## config.mk

```make
export PLATFORM = sky130hd
export DESIGN_NAME = sharp_mac
export DESIGN_NICKNAME = d
export VERILOG_FILES = /design/src/rtl/core/sharp_pkg.sv /design/src/rtl/core/sharp_mac.sv
export SDC_FILE = /design/constraint.sdc
export NUM_CORES = 1
export LEC_CHECK = 0
export ABC_AREA = 1
export BUFFER_PORTS_ARGS = -buffer_cell sky130_fd_sc_hd__buf_2
export CAP_MARGIN = 25
export CORE_ASPECT_RATIO = 0.5
export CORE_UTILIZATION = 60
export DETAILED_ROUTE_END_ITERATION = 12
export GPL_TIMING_DRIVEN = 0
export PLACE_DENSITY = 0.86
export REMOVE_ABC_BUFFERS = 1
export SLEW_MARGIN = 15
export SYNTH_ARGS = -nofsm -noshare
export SYNTH_HDL_FRONTEND = slang
export SYNTH_SLANG_ARGS = --single-unit
```

## constraint.sdc

```tcl
create_clock -name vclk -period 12.3
set_clock_uncertainty 0.2 [all_clocks]
set_input_delay 1.23 -clock vclk [all_inputs]
set_output_delay 1.23 -clock vclk [all_outputs]
set_load 0.01 [all_outputs]
```

## src/rtl/core/sharp_pkg.sv

```systemverilog
// ----------------------------------------------------------------------------
// sharp_pkg
// Shared types and constants of the 3x3 sharpen convolution core.
// ----------------------------------------------------------------------------
package sharp_pkg;

	localparam int PIX_W   = 8;
	localparam int ROW_W   = 12;
	localparam int IMGW_W  = 11;
	localparam int IMGH_W  = 13;
	localparam int OFS_W   = 8;
	localparam int WGT_W   = 4;
	localparam int TAPS    = 9;
	localparam int KERN_W  = TAPS * WGT_W;
	localparam int CFG_DATA_W = KERN_W;

	localparam int HEIGHT_MAX = 4096;
	localparam int GEOM_MIN   = 3;

	localparam logic [IMGW_W-1:0] WIDTH_RST   = IMGW_W'(200);
	localparam logic [IMGH_W-1:0] HEIGHT_RST  = IMGH_W'(200);
	localparam logic [OFS_W-1:0]  OFFSET_RST  = OFS_W'(128);
	localparam logic [KERN_W-1:0] WEIGHTS_RST = 36'h0_F0F5_F0F0;

	typedef logic [PIX_W-1:0] pix_t;

	// 3x3 neighborhood, row-major, tap 0 is the top-left pixel
	typedef pix_t [TAPS-1:0] nbhd_t;

	// one line store word: row r-2 and row r-1 of the same column
	typedef struct packed {
		pix_t upper;
		pix_t middle;
	} line_pair_t;

	typedef enum logic [1:0] {
		CFG_WIDTH   = 2'd0,
		CFG_HEIGHT  = 2'd1,
		CFG_OFFSET  = 2'd2,
		CFG_WEIGHTS = 2'd3
	} cfg_idx_t;

endpackage

```

## src/rtl/core/sharp_mac.sv

```systemverilog
// ----------------------------------------------------------------------------
// sharp_mac
// Nine-tap weighted sum with offset and clamp to 0..255.
// ----------------------------------------------------------------------------
module sharp_mac import sharp_pkg::*; (
	input  nbhd_t              nbhd,
	input  logic [KERN_W-1:0]  weights,
	input  logic [OFS_W-1:0]   offset,
	output pix_t               result
);

	// 9 x (9-bit x 4-bit signed) plus the offset fits in 16 bits; the sum is 18 bits wide
	localparam int PROD_W = PIX_W + 1 + WGT_W;
	localparam int ACC_W  = 18;

	logic signed [PROD_W-1:0] prod [TAPS];
	logic signed [ACC_W-1:0]  acc;

	always_comb begin
		for (int k = 0; k < TAPS; k++) begin
			prod[k] = PROD_W'($signed({1'b0, nbhd[k]}))
				* PROD_W'($signed(weights[k*WGT_W +: WGT_W]));
		end
	end

	always_comb begin
		acc = ACC_W'($signed({1'b0, offset}));
		for (int k = 0; k < TAPS; k++) begin
			acc = acc + ACC_W'(prod[k]);
		end
	end

	always_comb begin
		if (acc < 0) begin
			result = '0;
		end else if (acc > ACC_W'(255)) begin
			result = '1;
		end else begin
			result = acc[PIX_W-1:0];
		end
	end

endmodule

```

# Yosys cells after proc, flatten, opt, wreduce, memory -nomap -nowiden
# Index checks and enable logic that the tools add are counted.
# word_totals
regBits	0
out_inout_bits	8
wordCells	22
# classes
addsub	9
n_mul	9
n_lt_le_gt_ge	2
muxes	2
# ops
cell	count
multiplier 9 x 4 -> 13 bit	9
adder 18 x 13 -> 18 bit	4
adder 17 x 13 -> 18 bit	1
greater-than comparator 18 x 9 -> 1 bit (second input constant)	1
less-than comparator 18 x 1 -> 1 bit (second input constant)	1
adder 16 x 13 -> 17 bit	1
adder 15 x 13 -> 16 bit	1
2-to-1 mux 8 bit	2
adder 14 x 13 -> 15 bit	1
adder 9 x 13 -> 14 bit	1

# Longest topological paths before layout
# logic_depth
word_depth	13
mapped_depth	34
ltp_nobuf	33

# Worst setup path before layout
# No wires, ideal clock.
# synth_timing
path_kind	input to output
startpoint	input port weights[19]
endpoint	output port result[0]
arrival_time_ns	7.114
required_ns	10.870
path_slack_ns	3.756
cell_stages	30
n_path_buf	0
path_cell_list	clkinv_1 -> or2_2 -> fa_1 -> inv_1 -> fa_1 -> inv_1 -> fa_1 -> inv_1 -> fa_1 -> fa_1 -> fa_1 -> fa_1 -> inv_1 -> fa_1 -> inv_1 -> ha_1 -> nand2_1 -> inv_1 -> nand2_1 -> nand2_1 -> inv_1 -> nand2_2 -> nand2_2 -> nand2_1 -> nand2_1 -> nand2_2 -> nor2_8 -> nand4_1 -> nand2_1 -> inv_1
# synth_between
elab_chain_cells	9
elab_cells_between_ends	10
cone_classes	add/sub: 5; mul: 1; order compare: 2; mux: 2
# synth_rtl
element	line	source
start: declaration	sharp_mac.sv:7	input logic [KERN_W-1:0] weights,
multiplier 9 x 4 -> 13 bit *	sharp_mac.sv:22	* PROD_W'($signed(weights[k*WGT_W +: WGT_W]));
adder 17 x 13 -> 18 bit *	sharp_mac.sv:29	acc = acc + ACC_W'(prod[k]);
adder 18 x 13 -> 18 bit * (4 in series)	sharp_mac.sv:29	
greater-than comparator 18 x 9 -> 1 bit	sharp_mac.sv:36	end else if (acc > ACC_W'(255)) begin
2-to-1 mux 8 bit	sharp_mac.sv:36	
2-to-1 mux 8 bit *	sharp_mac.sv:34	if (acc < 0) begin
end: declaration	sharp_mac.sv:9	output pix_t result
# Mark *: on every way between the ends. The rest lies on a longest branch, timed or not.

# Worst setup path after layout
# layout_timing
startpoint	input port weights[35]
endpoint	output port result[0]
# layout_between
elab_chain_cells	5
elab_cells_between_ends	6
cone_classes	add/sub: 1; mul: 1; order compare: 2; mux: 2
# layout_rtl
element	line
multiplier 9 x 4 -> 13 bit *	sharp_mac.sv:22
adder 18 x 13 -> 18 bit *	sharp_mac.sv:29
greater-than comparator 18 x 9 -> 1 bit	sharp_mac.sv:36
2-to-1 mux 8 bit	sharp_mac.sv:36
2-to-1 mux 8 bit *	sharp_mac.sv:34
# Marked as above.

==> metrics <==
status finished, final reports clean; Hold Path Class in2out; max-cap viol count 0; final worst path period share about four fifths; Crit. End Element output port; Initial DRC Count approximately 600; WL final about 28000 um; row count 36; top cell family by delay on the critical path adder cells; seq_cells 0; TNS Setup 0 ns; Initial Util ~62%; # setup viols final 0; CP Data Arrival Time between 8 and 9 ns; max-slew violations 0; chip height about 100 um; highest clock rate about 100 MHz; Final Hold Vio Count 0; distinct cell type count after synthesis 33; CP Buf/Inv Count 9; CP Class in2out; total grt overflow 0; dpl ws approximately 2.7 ns; most used cell, CP fa_1; die width 204 um; nets 2163; critical path fanouts, max 10; DR pass1 iterations 5; ratio of cells with drive above 1 in the final layout between 10% and 20%; post-CTS sizing 0; number of global-route vias before repair roughly 9.6k; Req. time, crit path 10.87 ns; vias after detailed routing 9226; Worst Setup Slack, final between 2 and 3 ns; DRC 0; post-CTS setup buffer count 0; Core Footprint roughly 20000 um2; crit path launch type input port; GRT Util Overall around 29%; max incr delay on CP between 0.6 and 0.7 ns; largest net degree at the start of global routing 11; # port buffers 124; Seq/Total Area, Yosys 0%; min Tclk post-route 9.64 ns; Ys Warns 0; initial antenna violation count 3; CP max stage cell fa_1; number of routed nets with antenna violations 0; RSZ-0062 raised after global routing false; Final HPWL DP between 20000 and 30000 um; gpl congestion about 1; clk_buf instances 0; Sequential cell area 0 um2; Via-to-Cell Ratio around 5; Area Overhead vs Synth 6.93%; Slew HR 66.7%; Least-Margin Pin Slew 0.498 ns; die area about 21000 um2; hold-fix buffers at CTS 0; wire length per cell 15.0 um; io pins 124; Synth Instances between 1.5k and 2k; mapped cell area 12300 um2; Avg Cell Area, Syn approximately 8.0 um2; first-pass GRT wire length 46600 um
Yosys cell counts (2+ instances only):
cell      number  area share, %
nand2_2       13           0.66
nand3_2        3           0.24
fa_1         319             52
clkbuf_1      26           0.80
ha_1         105             11
inv_1        576             18
inv_2          7           0.21
xnor2_1        8           0.57
and2_1         3           0.15
nor2_1        57            1.7
clkinv_1       7           0.21
nand2_4        7           0.64
nand2_1      309            9.5
nor2_8         3           0.49
nand3_1       11           0.45
xor2_1         6           0.43
or2_2         29            1.5
o21ai_0        2          0.082
nand4_1       12           0.61
a21oi_1        8           0.33
final cells by class:
class | instances | area (um2)
diodes | 2 | 5.00
multi-input cells | 906 | 9930
repair buffers | 124 | 621
inverters | 591 | 2230
fillers | 1549 | 6620
well taps | 266 | 333
per-layer routing:
metal  global-route usage (%)  vias to the layer above  routed length (um)
li1                         -                     4317                   -
met5                        0                        -                   8
met2                     47.4                      334               12900
met1                     40.7                     4529               12300
met3                     6.45                       44                2680
met4                     3.85                        2                 448
per-stage QoR:
stage | util, % | area [um2] | hold slack [ns] | cells
2_1_floorplan | - | 12200 | 2.64 | 1497
5_1_grt | 66.4 | 13100 | 2.97 | 1888
3_5_place_dp | 66.4 | 13100 | 2.93 | 1887
3_3_place_gp | 66.4 | 13100 | 2.93 | 1887
6_report | 66.5 | 13100 | 2.93 | 1889
4_1_cts | 66.4 | 13100 | 2.93 | 1887
worst min-delay path, cell delays in order:
cell and delay (ns):
buf_2 0.14, nand2_4 0.15, xor2_1 0.08, nand4_1 0.08
nand2_1 0.05, inv_1 0.04, buf_2 0.11
placed cells by master, fill, tap and decap left out, types with 6 or more instances in the layout:
cell type | netlist | final
a21oi_1 | 8 | 8
buf_2 | 0 | 124
clkinv_1 | 7 | 7
fa_1 | 319 | 319
ha_1 | 105 | 105
inv_1 | 576 | 576
inv_2 | 7 | 7
nand2_1 | 309 | 309
nand2_2 | 13 | 13
nand2_4 | 7 | 7
nand3_1 | 11 | 11
nand4_1 | 12 | 12
nor2_1 | 57 | 57
or2_2 | 29 | 29
xnor2_1 | 8 | 8
xor2_1 | 6 | 6
path summary, 6_finish.rpt:
path	from	endpoint	slack [ns]	depth (start not counted)
min	nbhd[17]	result[1]	2.93	7
max	weights[35]	result[0]	2.66	27
cells by family (layout without fill, tap and decap cells):
kind of cell | after synthesis | after routing | synth area share [%]
and+or+nand+nor | 452 | 452 | 16.3
other | 0 | 2 | 0
xor gates and xnor gates | 15 | 15 | 1.13
AOI/OAI and AO/OA | 15 | 15 | 0.704
adders and majority gates | 424 | 424 | 62.8
buffers and inverters | 618 | 715 | 19.0
Power is left out: the tool's default activity adds up to more than one toggle a clock period on the data nets, which glitch-free logic cannot reach.
